### src/design/blar_pkg.sv
package blar_pkg;

  localparam int unsigned Capacity = 64;
  localparam int unsigned DataW    = 32;
  localparam int unsigned ModeW    = 2;
  localparam int unsigned IndexW   = 6;
  localparam int unsigned StatusW  = 2;

  localparam logic [ModeW-1:0] ModeAppend = 2'd0;
  localparam logic [ModeW-1:0] ModeRemove = 2'd1;
  localparam logic [ModeW-1:0] ModeRead   = 2'd2;

  localparam logic [StatusW-1:0] StatusOk    = 2'd0;
  localparam logic [StatusW-1:0] StatusFull  = 2'd1;
  localparam logic [StatusW-1:0] StatusRange = 2'd2;

  // request held steady for the whole pass
  typedef struct packed {
    logic [ModeW-1:0]        mode;
    logic signed [DataW-1:0] value;
    logic [IndexW-1:0]       index;
  } cmd_t;

  // token that walks the chain one cell per cycle
  typedef struct packed {
    logic                    tok;
    logic                    hit;
    logic signed [DataW-1:0] data;
  } wave_t;

endpackage

### src/design/blar_cell.sv
module blar_cell #(
  parameter int unsigned Pos  = 0,
  parameter int unsigned CntW = 7
) (
  input  logic                              clk_i,
  input  logic                              rst_ni,
  input  blar_pkg::cmd_t                    cmd_i,
  input  logic [CntW-1:0]                   count_i,
  input  blar_pkg::wave_t                   wave_i,
  input  logic signed [blar_pkg::DataW-1:0] next_entry_i,
  output blar_pkg::wave_t                   wave_o,
  output logic signed [blar_pkg::DataW-1:0] entry_o
);

  localparam int unsigned CmpW = (CntW > blar_pkg::IndexW) ? CntW : blar_pkg::IndexW;

  logic signed [blar_pkg::DataW-1:0] entry_q, entry_d;
  blar_pkg::wave_t                   wave_q, wave_d;
  logic                              active;
  logic                              in_list;
  logic                              hit_here;
  logic                              is_remove;
  logic                              is_read;
  logic                              is_append;

  assign active    = wave_i.tok;
  assign in_list   = CntW'(Pos) < count_i;
  assign is_remove = cmd_i.mode == blar_pkg::ModeRemove;
  assign is_read   = cmd_i.mode == blar_pkg::ModeRead;
  assign is_append = cmd_i.mode == blar_pkg::ModeAppend;

  // first match along the chain only; later cells see hit already set
  assign hit_here = active && in_list && !wave_i.hit &&
                    ((is_remove && (entry_q == cmd_i.value)) ||
                     (is_read && (CmpW'(Pos) == CmpW'(cmd_i.index))));

  always_comb begin
    entry_d = entry_q;
    if (active && is_remove && (wave_i.hit || hit_here)) begin
      entry_d = next_entry_i;  // close the gap
    end else if (active && is_append && (CntW'(Pos) == count_i)) begin
      entry_d = cmd_i.value;
    end
    wave_d.tok  = active;
    wave_d.hit  = wave_i.hit || hit_here;
    wave_d.data = (hit_here && is_read) ? entry_q : wave_i.data;
  end

  always_ff @(posedge clk_i) begin
    entry_q <= entry_d;
  end

  always_ff @(posedge clk_i or negedge rst_ni) begin
    if (!rst_ni) begin
      wave_q <= '0;
    end else begin
      wave_q <= wave_d;
    end
  end

  assign wave_o  = wave_q;
  assign entry_o = entry_q;

endmodule

### config.mk
export PLATFORM = sky130hd
export DESIGN_NAME = blar_cell
export DESIGN_NICKNAME = d
export VERILOG_FILES = /design/src/design/blar_pkg.sv /design/src/design/blar_cell.sv
export SDC_FILE = /design/constraint.sdc
export NUM_CORES = 1
export LEC_CHECK = 0
export ABC_AREA = 1
export BUFFER_PORTS_ARGS = -buffer_cell sky130_fd_sc_hd__buf_4
export CAP_MARGIN = 20
export CORE_MARGIN = 10
export CORE_UTILIZATION = 42
export DETAILED_ROUTE_END_ITERATION = 12
export PLACE_DENSITY = 0.77
export SLEW_MARGIN = 25
export SYNTH_ARGS = -nofsm -noshare
export SYNTH_HDL_FRONTEND = slang
export SYNTH_SLANG_ARGS = --single-unit
### constraint.sdc
create_clock -name clk_i -period 3 [get_ports clk_i]
set_input_delay 0.6 -clock clk_i [delete_from_list [all_inputs] [get_ports clk_i]]
set_output_delay 0.6 -clock clk_i [all_outputs]
set_load 0.01 [all_outputs]
-- Word level (Yosys, flattened, before mapping)
Index checks and enable logic that the tools add are counted.
- mux-type cells: 3
- reductions and logical operators: 17
- $mul: 0
- magnitude comparators: 1
- shift-type cells: 0
- divide/modulo/power cells: 0
- eq/ne operators: 3
- bitwise logic cells: 0
- add/sub/neg operators: 0
- operators by type and width (cell ; number):
    $mux 32 ; 3
    $eq 32x32->1 ; 1
    $logic_and 1x1->1 ; 10
    $logic_not 7->1 ; 1
    $lt 1x7->1 const A ; 1
    $logic_not 6->1 ; 1
    $eq 2x1->1 const B ; 1
    $eq 2x2->1 const B ; 1
    $logic_not 2->1 ; 1
    $logic_or 1x1->1 ; 2
    $reduce_bool 2->1 ; 1
    $logic_not 1->1 ; 1
- memory bits (read-only): 0
- memory bits (writable): 0
- register bits after elaboration: 66
- input bits: 115
- logic and storage cells: 28
- latch bits: 0
- output and inout port bits: 66
- memories: 0

-- Longest topological paths before layout
Gate-level depths: netlist of run 1.
- depth after elaboration: 7
- gate-level depth with buffers: 15
- mapped depth without buffers: 14

-- Worst setup path before layout of run 1
No wires, ideal clock.
- kind: input to register
- start: in count_i[1]
- end: reg entry_q (netlist bit entry_o[0]), enable pin
- slack: -0.822 ns
- setup time: 0.466 ns
- buffers on the path: 0
- stages on the path: 5
- arrival: 3.357 ns
- cell sequence: nor2_1 nand2_1 nor4_1 nand3_1 o21ai_0
- longest elaborated chain between the ends: 7
- RTL lines (element ; line ; text):
    start: declaration ; blar_cell.sv:8 ; input logic [CntW-1:0] count_i,
    $lt 1x7->1 ; blar_cell.sv:27 ; assign in_list = CntW'(Pos) < count_i;
    $logic_and 1x1->1 (3 in series) ; blar_cell.sv:33 ; assign hit_here = active && in_list && !wave_i.hit &&
    $logic_or 1x1->1 ; blar_cell.sv:39 ; if (active && is_remove && (wave_i.hit || hit_here)) begin
    $logic_and 1x1->1 ; blar_cell.sv:39 ;
    $reduce_bool 2->1 (no source line) (*) ; -- ;
    end signal: assignment ; blar_cell.sv:50 ; entry_q <= entry_d;
    end: declaration ; blar_cell.sv:17 ; logic signed [blar_pkg::DataW-1:0] entry_q, entry_d;
Mark *: on every way between the ends. The rest lies on a longest branch, timed or not.
A chain may end at the register's enable or synchronous reset.

-- Worst setup path after layout of run 1
- start: reg entry_q (netlist bit entry_o[8])
- end: reg entry_q (netlist bit entry_o[15]), enable pin
- longest elaborated chain between the ends: 7
- RTL lines (element ; line ; text):
    $eq 32x32->1 ; blar_cell.sv:34 ; ((is_remove && (entry_q == cmd_i.value)) ||
    $logic_and 1x1->1 ; blar_cell.sv:34 ;
    $logic_or 1x1->1 ; blar_cell.sv:34 ;
    $logic_and 1x1->1 ; blar_cell.sv:33 ;
    $logic_or 1x1->1 ; blar_cell.sv:39 ;
    $logic_and 1x1->1 ; blar_cell.sv:39 ;
    $reduce_bool 2->1 (no source line) ; -- ;
No other way between the ends.

==> flow_metrics.py, run 1 <==
metrics = {
    "clocking": {
        "cts_buffer_depth": 2,
        "htree_levels": 3,
        "cts_setup_buffers": 0,
        "cts_resized": 0,
        "insertion_delay_ns": 0.34,
        "clkTransAtPathRegs_ns": 0.08,
        "cts_tree": "built",
        "cts_hold_buffers": 0,
        "numCtsBuffers": 9,
        "cts_root_buffer": "clkbuf_8",
        "clock-sinks": 66,
    },
    "global_routing": {
        "grt_pass1_wl_um": 20400,
        "grt_max_degree": 35,
        "grt_pass1_vias": 3852,
        "grt_antenna_before_repair": 0,
        "gr-total-overflow": 0,
        "grtUsageTotal_pct": 20.2,
    },
    "final_layout": {
        "multi_input_area_sq_um": 1540,
        "final_common_cell": "nand2_1",
        "insertedDiodeCount": 0,
        "fin_cells": 752,
        "fin_util_pct": 63.7,
        "final_cell_mix": "nand2_1 (195), buf_4 (190), nand3_1 (45)",
        "final-seq-area_sq_um": 1810,
        "syn2layout_area_growth_pct": 46.7,
        "finalNetCount": 757,
        "drive_gt1_share_pct": 33.1,
        "n_fill_cell": 719,
    },
    "worst_setup_path": {
        "max_stage_delay_ns": 0.45,
        "worst_setup_path_end_kind": "flip-flop",
        "critPathMostFrequentCell": "nand2_1",
        "start_kind": "flip-flop",
        "path_cells": "xnor2_1 -> nand2_1 -> nor2_1 -> nand2_1 -> nor2_1 -> nand3_1 -> nand2_1 -> nand2_1 -> nand2_2 -> nand2_2 -> o21ai_2 -> buf_4",
        "worstSetupPathType": "flip-flop to flip-flop",
        "cp.required_ns": 3.03,
        "crit_path_top_delay_cell": "edfxtp_1",
        "worstPathArrival_ns": 2.33,
        "critical_path.max_fanout": 18,
    },
    "logic_synthesis": {
        "syn_nets": 577,
        "synth_largest_area_cell": "edfxtp_1",
        "avgSynthCellArea_sq_um": 7.76,
        "synth_top_area_share_pct": 26.8,
        "synth-seq-cells": 66,
        "ys_seq_area_share_pct": 50.5,
        "ys_types": 20,
        "ys_top_cells_by_area": "edfxtp_1 (27%), dfrtp_1 (24%), nand2_1 (20%), nand3_1 (6.3%), nand4_1 (6.1%)",
        "synthCells": 462,
        "yosys_warnings": 0,
        "syn-cell-area_sq_um": 3590,
    },
    "routing": {
        "wl_met3_um": 855,
        "wl_per_cell_um": 17.4,
        "drc": 0,
        "top_layer_used": "met4",
        "drtAntennaViolNets": 0,
        "m1WireLength_um": 5310,
        "drt_first_pass_iters": 5,
        "drt_iter0_drc": 235,
        "post_drt_via_cell_ratio": 4.92,
        "met2_wirelength_um": 6530,
        "wirelength_um": 13100,
        "num_vias": 3700,
    },
    "sta": {
        "max_freq_mhz": 434,
        "tightest_slew_ns": 0.692,
        "rsz0062_at_grt": "no",
        "finalHoldViolations": 0,
        "fin_crit_ns": 2.30,
        "finalSetupViolations": 0,
        "fin_hold_ws_ns": 0.183,
        "fin_skew_ns": 0.0110,
        "finalMaxSlewViolations": 0,
        "slew_headroom_pct": 53.4,
        "final.setup.tns_ns": 0,
        "period_share_pct": 76.8,
    },
    "die": {
        "coreArea_sq_um": 8260,
        "start_util_pct": 43.4,
        "die_area_sq_um": 12600,
        "io_pins": 181,
        "row_count": 33,
        "die_y_um": 112,
        "die_w_um": 112,
    },
    "placement": {
        "gp_routability_congestion": 0.869,
        "dp_hpwl_um": 10500,
        "port-buffer-count": 180,
        "dp_cells": 736,
    },
    "power_and_ir_drop": {
        "p_total_mw": 2.18,
        "p_per_area_nw_per_um2": 415,
        "ir_drop_v": 0.000265,
        "p_leak_nw": 2.75,
    },
    "worst_hold_path": {
        "hold_path.class": "primary input to async pin",
    },
    "status": {
        "status": "complete, no violations",
    },
    "run": {
        "cap_violations": 0,
    },
}
-- worst paths after layout --
kind / from / to / slack [ns] / cells past startpoint
worst max-delay path: entry_o[8] / entry_o[15] / 0.70 / 12
min in group clk_i: wave_i[33] / wave_o[33] / 0.39 / 1
worst min register to register: entry_o[27] / wave_o[27] / 0.61 / 2
worst max register to register: entry_o[8] / entry_o[15] / 0.70 / 12
worst min-delay path: rst_ni / wave_o[32] / 0.18 / 1
max in group asynchronous: rst_ni / wave_o[3] / 2.50 / 1
-- sequential cells by signal, summed over array words and instances, names as in the netlist --
name     flops
wave_o      34
entry_o     32
-- routing by layer --
layer,track usage [%],vias up
met5,0,-
met3,4.21,31
met2,34.0,130
met4,8.97,0
met1,24.3,1688
li1,-,1851
-- Yosys cell counts --
cell type and instances:
nor3_1 3, xor2_1 10, nor4_1 2, nand3_1 45, xnor2_1 7, nand4_1 35
and2_1 1, or2_2 2, clkbuf_1 9, nand2_1 195, edfxtp_1 32, nand2_2 2
inv_1 37, dfrtp_1 34, nor2_1 32, buf_2 9, buf_6 3, o21ai_0 2
a21oi_1 1, inv_2 1
-- cell type report --
type                    count  area share [%]
well taps                 105            2.50
clock buffers              10            2.83
clock inverters             6            1.21
repair buffers            190            27.1
inverters                  38            2.71
flip-flops and latches     66            34.4
multi-input cells         337            29.2
-- worst max-delay path: cells and delay by family, from the launching register on --
kind,cells,cell delay (ns)
simple gates,9,0.84
flops,1,0.45
xor+xnor,1,0.29
buf+inv,1,0.28
compound gates,1,0.13
-- per-stage QoR --
step,setup WS [ns],cell area [sq um]
6_report,0.696,5260
3_5_place_dp,0.468,5050
4_1_cts,0.714,5260
2_1_floorplan,0.534,3590
5_1_grt,0.443,5260
3_3_place_gp,0.461,5050
-- cells by family after synthesis --
kind of cell,Yosys count,synth area share [%]
xor+xnor,17,4.15
compound gates,3,0.419
buf+inv,59,7.12
flops,66,50.5
simple gates,317,37.8
-- where the power goes --
part           leakage (nW)  switching (mW)  internal (mW)
combinational          1.96           0.185          0.193
sequential            0.685          0.0268          0.992
clock                 0.105           0.354          0.433
total                  2.75           0.566           1.62
Power figures use the tool's default switching activity.
==> run 2: changes to the inputs <==
==> constraint.sdc (replaced) <==
create_clock -name clk_i -period 1.95 [get_ports clk_i]
set_input_delay 0.39 -clock clk_i [delete_from_list [all_inputs] [get_ports clk_i]]
set_output_delay 0.39 -clock clk_i [all_outputs]
set_load 0.01 [all_outputs]
==> run 2 against run 1 <==
The run now ends with negative setup slack left. Combinational power grew 81%. Fmax rose by 18%. Global-route usage up 0.13 points. Register-to-register slack worse by 0.70 ns. Routed wire length rose by 3.4%. Highest routed layer unchanged.
==> flow_metrics.py, run 2 (synthesis results as in run 1) <==
metrics = {
    "status": {
        "status": "finished, violations left",
        "failed_checks": "negative setup slack",
    },
    "worst_hold_path": {
        "hold_path.class": "primary input to flip-flop",
    },
    "power_and_ir_drop": {
        "ir_drop_v": 0.000340,
        "p_per_area_nw_per_um2": 602,
        "p_int_mw": 2.60,
        "pwr-share-clk_pct": 36.4,
        "p_sw_uw": 921,
        "p_seq_share_pct": 44.2,
        "p_leak_nw": 3.09,
        "netSwitchingFraction_pct": 26.2,
        "comb_power_share_pct": 19.5,
    },
    "die": {
        "io_pins": 181,
        "die_area_sq_um": 12600,
        "coreArea_sq_um": 8260,
        "die_y_um": 112,
        "die_w_um": 112,
        "row_count": 33,
        "start_util_pct": 43.4,
    },
    "sta": {
        "worst_slack_ns": -0.00603,
        "final.setup.tns_ns": -0.0561,
        "rsz0062_at_grt": "yes",
        "finalHoldViolations": 0,
        "finalSetupViolations": 16,
        "max_freq_mhz": 511,
        "period_share_pct": 100,
        "fin_crit_ns": 1.96,
        "fin_skew_ns": 0.00857,
        "tightest_slew_ns": 0.410,
        "finalMaxSlewViolations": 0,
        "slew_headroom_pct": 72.7,
        "fin_hold_ws_ns": 0.172,
    },
    "global_routing": {
        "grt_pass1_wl_um": 20900,
        "grt_max_degree": 35,
        "gr-total-overflow": 0,
        "grt_pass1_vias": 4073,
        "use_met2_pct": 34.7,
        "grtUsageTotal_pct": 20.3,
        "use_met1_pct": 23.8,
        "grtUsageMet3_pct": 5.11,
        "grt_antenna_before_repair": 0,
        "grt-busiest-layer": "met2",
    },
    "final_layout": {
        "final_cell_mix": "buf_4 (238), nand2_1 (187), nand3_1 (44)",
        "final_common_cell": "buf_4",
        "final_area_sq_um": 5850,
        "largest_reg_flops": 34,
        "n_fill_cell": 675,
        "finalNetCount": 813,
        "drive_gt1_share_pct": 40.3,
        "fin_util_pct": 70.8,
        "insertedDiodeCount": 0,
        "syn2layout_area_growth_pct": 63.0,
    },
    "clocking": {
        "insertion_delay_ns": 0.35,
        "clkTransAtPathRegs_ns": 0.08,
        "htree_levels": 3,
        "numCtsBuffers": 9,
        "cts_tree": "built",
        "cts_buffer_depth": 2,
        "cts_root_buffer": "clkbuf_8",
        "clock-sinks": 66,
    },
    "routing": {
        "drc": 0,
        "drtAntennaViolNets": 0,
        "post_drt_via_cell_ratio": 4.91,
        "num_vias": 3966,
        "drt_iter0_drc": 201,
        "wirelength_um": 13500,
        "wl_per_cell_um": 16.7,
        "drt_first_pass_iters": 5,
    },
    "worst_setup_path": {
        "cp.buffers_inverters": 2,
        "worst_setup_path_end_kind": "flip-flop",
        "critical_path.max_fanout": 18,
        "worstSetupPathType": "flip-flop to flip-flop",
        "crit_family": "simple AND/OR/NAND/NOR gates",
        "max_stage_delay_ns": 0.42,
        "cp.required_ns": 2.01,
        "path_cells": "inv_1 -> nand2_1 -> nand2_1 -> nand2_1 -> nor2_1 -> nand2_1 -> nor2_2 -> nand3_1 -> nand2_1 -> nand2_1 -> nand2_2 -> nand2_4 -> o21ai_4 -> buf_12",
        "critPathMostFrequentCell": "nand2_1",
        "crit_path_top_delay_cell": "edfxtp_1",
        "start_kind": "flip-flop",
        "worstPathArrival_ns": 2.01,
    },
    "placement": {
        "dpl_cell_area_sq_um": 5440,
        "gp_routability_congestion": 0.896,
        "port-buffer-count": 180,
        "dp_hpwl_um": 10700,
    },
    "run": {
        "cap_violations": 0,
    },
}
## run 2: cell types whose count changed in the layout (fill, tap and decap cells not counted), sizes merged
cell	previous run	this run
buf	190	244
clkbuf	10	12
clkinv	4	3
clkinvlp	1	0
dlygate4sd3	0	1
inv	38	39
## run 2: timing repair
action	4_1_cts	5_1_grt
cloned	0	1
endpoints found under the hold margin	34	0
setup endpoints to repair	20	90
setup buffers	1	8
pin swaps	0	2
hold buffers	1	0
gates resized for setup	1	22
## run 2: worst register-to-register path, delay by kind of cell (launching register included)
| family | cells | cell delay, ns |
|---|---|---|
| simple gates | 11 | 0.86 |
| buf+inv | 2 | 0.27 |
| flops | 1 | 0.42 |
| compound gates | 1 | 0.11 |
## run 2: layout make-up
type / count / area (sq um) / share of cell area, %
Clock inverter: 5 / 58.8 / 1.01
Multi-Input combinational cell: 337 / 1600 / 27.4
Timing Repair Buffer: 246 / 1940 / 33.1
Inverter: 38 / 143 / 2.44
Tap cell: 105 / 131 / 2.25
Clock buffer: 11 / 163 / 2.78
Sequential cell: 66 / 1810 / 31.0
## run 2: power by group through the flow
stage | Combinational (mW) | Clock, mW | Sequential (mW)
final | 0.685 | 1.28 | 1.55
after global routing | 0.749 | 1.35 | 1.56
after CTS | 0.664 | 1.30 | 1.55
after detailed placement | 0.657 | 0 | 1.58
after global placement | 0.643 | 0 | 1.58
after floorplan | 0.200 | 0 | 1.61
## run 2: worst paths after layout
kind,cells past startpoint,endpoint,from,slack [ns]
min,1,wave_o[33],wave_i[33],0.17
max,14,entry_o[12],entry_o[22],-0.006
min reg2reg,2,wave_o[0],entry_o[0],0.59
max reg2reg,14,entry_o[12],entry_o[22],-0.006
max in group asynchronous,2,wave_o[1],rst_ni,1.13
min in group asynchronous,2,wave_o[22],rst_ni,0.51
## run 2: metrics by stage
step / instances / setup slack, ns / power, mW
finish: 808 / -0.00603 / 3.52
CTS: 799 / 0.00247 / 3.52
detailed placement: 781 / -0.105 / 2.24
global placement: 781 / -0.0928 / 2.22
global route: 808 / -0.212 / 3.66
floorplan: 462 / -0.162 / 1.81
## run 2: per-layer routing
layer  vias to the layer above  share of wire, %
met3                        21               6.6
met1                      1834                40
met4                         0               2.2
li1                       1971                 -
met2                       140                51
met5                         -                 0
==> run 3: changes to the inputs <==
--- a/config.mk
+++ b/config.mk
@@ -9,9 +9,9 @@
 export BUFFER_PORTS_ARGS = -buffer_cell sky130_fd_sc_hd__buf_4
 export CAP_MARGIN = 20
 export CORE_MARGIN = 10
-export CORE_UTILIZATION = 42
+export CORE_UTILIZATION = 46
 export DETAILED_ROUTE_END_ITERATION = 12
-export PLACE_DENSITY = 0.77
+export PLACE_DENSITY = 0.8
 export SLEW_MARGIN = 25
 export SYNTH_ARGS = -nofsm -noshare
 export SYNTH_HDL_FRONTEND = slang
==> constraint.sdc (replaced) <==
create_clock -name clk_i -period 2 [get_ports clk_i]
set_input_delay 0.4 -clock clk_i [delete_from_list [all_inputs] [get_ports clk_i]]
set_output_delay 0.4 -clock clk_i [all_outputs]
set_load 0.01 [all_outputs]
==> run 3 against run 2 <==
Sequential cell count is the same. Largest cell class unchanged. Design area is 3.0% lower. Worst hold slack improved by 0.0093 ns. First-iteration DRC count grew 33%. Total power is 11% lower. Sequential share of layout area rose by 0.94 points. Register-to-register slack worse by 0.05 ns. Clock power down 24%. The flow still finishes with violations (negative setup slack). Non-clock buffer count shrank 9. Utilization is 3.4 points higher. Critical path type unchanged.
==> flow_metrics.py, run 3 (synthesis results as in run 1) <==
metrics = {
    "sta": {
        "max_freq_mhz": 487,
        "tightest_slew_ns": 0.413,
        "slew_headroom_pct": 72.5,
        "fin_crit_ns": 2.05,
        "finalHoldViolations": 0,
        "rsz0062_at_grt": "yes",
        "worst_slack_ns": -0.0533,
        "finalMaxSlewViolations": 0,
        "final.setup.tns_ns": -1.01,
        "fin_skew_ns": 0.0130,
        "finalSetupViolations": 32,
        "period_share_pct": 103,
    },
    "worst_setup_path": {
        "crit_path_top_delay_cell": "edfxtp_1",
        "worst_setup_path_end_kind": "flip-flop",
        "worstSetupPathType": "flip-flop to flip-flop",
        "critPathMostFrequentCell": "nand2_1",
        "max_stage_delay_ns": 0.42,
        "worstPathArrival_ns": 2.12,
        "path_cells": "xor2_1 -> nor2_1 -> nand2_1 -> nor2_1 -> nand3_1 -> nand2_1 -> nand2_1 -> nand2_2 -> nand2_4 -> o21ai_4 -> clkbuf_16",
        "critical_path.max_fanout": 8,
        "cp.required_ns": 2.07,
        "start_kind": "flip-flop",
    },
    "placement": {
        "gp_routability_congestion": 0.945,
        "dp_hpwl_um": 10700,
        "port-buffer-count": 180,
        "dpl_cell_area_sq_um": 5290,
        "pre_cts_slack_ns": -0.0553,
    },
    "final_layout": {
        "insertedDiodeCount": 0,
        "drive_gt1_share_pct": 38.9,
        "syn2layout_area_growth_pct": 58.2,
        "final-seq-area_sq_um": 1810,
        "fin_util_pct": 74.2,
        "final_area_sq_um": 5670,
        "finalNetCount": 804,
        "final_common_cell": "buf_4",
        "multi_input_area_sq_um": 1590,
        "largest_reg_flops": 34,
        "final_cell_mix": "buf_4 (231), nand2_1 (190), nand3_1 (45)",
        "n_fill_cell": 590,
    },
    "clocking": {
        "htree_levels": 3,
        "numCtsBuffers": 9,
        "clkTransAtPathRegs_ns": 0.08,
        "cts_buffer_depth": 2,
        "insertion_delay_ns": 0.35,
        "cts_tree": "built",
        "clock-sinks": 66,
        "cts_root_buffer": "clkbuf_8",
    },
    "routing": {
        "drc": 0,
        "drtAntennaViolNets": 0,
        "drt_first_pass_iters": 5,
        "num_vias": 3977,
        "drt_iter0_drc": 267,
        "post_drt_via_cell_ratio": 5.00,
        "wl_per_cell_um": 17.1,
        "wirelength_um": 13600,
    },
    "die": {
        "die_y_um": 108,
        "io_pins": 181,
        "start_util_pct": 46.9,
        "die_w_um": 108,
        "die_area_sq_um": 11700,
        "coreArea_sq_um": 7650,
        "row_count": 32,
    },
    "run": {
        "cap_violations": 0,
    },
    "power_and_ir_drop": {
        "ir_drop_v": 0.000317,
        "p_leak_nw": 3.01,
        "p_total_mw": 3.14,
        "p_per_area_nw_per_um2": 553,
    },
    "global_routing": {
        "grt_antenna_before_repair": 0,
        "grt_pass1_wl_um": 20200,
        "grt_max_degree": 35,
        "grtUsageTotal_pct": 22.1,
        "gr-total-overflow": 0,
        "grt_pass1_vias": 3901,
    },
    "status": {
        "status": "finished, violations left",
        "failed_checks": "negative setup slack",
    },
    "worst_hold_path": {
        "hold_path.class": "primary input to flip-flop",
    },
}
run 3: report_power, final:
group | leakage, nW | switching (mW) | internal (mW)
Sequential | 0.685 | 0.0281 | 1.49
Clock | 0.0905 | 0.531 | 0.443
Combinational | 2.23 | 0.310 | 0.341
Total | 3.01 | 0.869 | 2.27
run 3: layer usage:
metal  vias to the layer above  wire length [um]  GRT usage, %
met3                        29              1200          6.31
met2                       192              6890          37.1
li1                       1944                 -             -
met4                         0               355          9.13
met5                         -                 0             0
met1                      1812              5160          25.9
run 3: area by class of cell:
type,count,area share [%]
Timing Repair Buffer,237,32.5
Tap cell,102,2.25
Sequential cell,66,31.9
Inverter,38,2.51
Multi-Input combinational cell,337,28.0
Clock inverter,6,0.573
Clock buffer,10,2.25
run 3: timing repair:
item	4_1_cts	5_1_grt
gates resized for setup	1	12
hold buffers	1	0
endpoints found under the hold margin	15	0
setup endpoints to repair	18	96
pin swaps	0	0
buffers inserted	4	15
cloned	0	1
run 3: per-stage QoR:
stage / hold slack (ns) / std cells
final: 0.181 / 796
after global routing: 0.166 / 796
after CTS: 0.178 / 780
after detailed placement: 0.366 / 759
after global placement: 0.354 / 759
after floorplan: 0.104 / 462
run 3: final timing paths:
check                            start     endpoint  slack [ns]  cells after the start
setup / recovery           entry_o[27]  entry_o[11]       -0.05                     11
max in group asynchronous       rst_ni   wave_o[15]        1.17                      2
setup reg to reg           entry_o[27]  entry_o[11]       -0.05                     11
hold / removal              wave_i[33]   wave_o[33]        0.18                      1
min in group asynchronous       rst_ni   wave_o[28]        0.52                      2
hold reg to reg             entry_o[4]    wave_o[4]        0.60                      2
run 3: worst max-delay path, delay by kind of cell, from the launching register on:
kind	cells	cell delay, ns
buf+inv	1	0.22
compound gates	1	0.15
xor+xnor	1	0.20
flops	1	0.42
simple gates	8	0.77
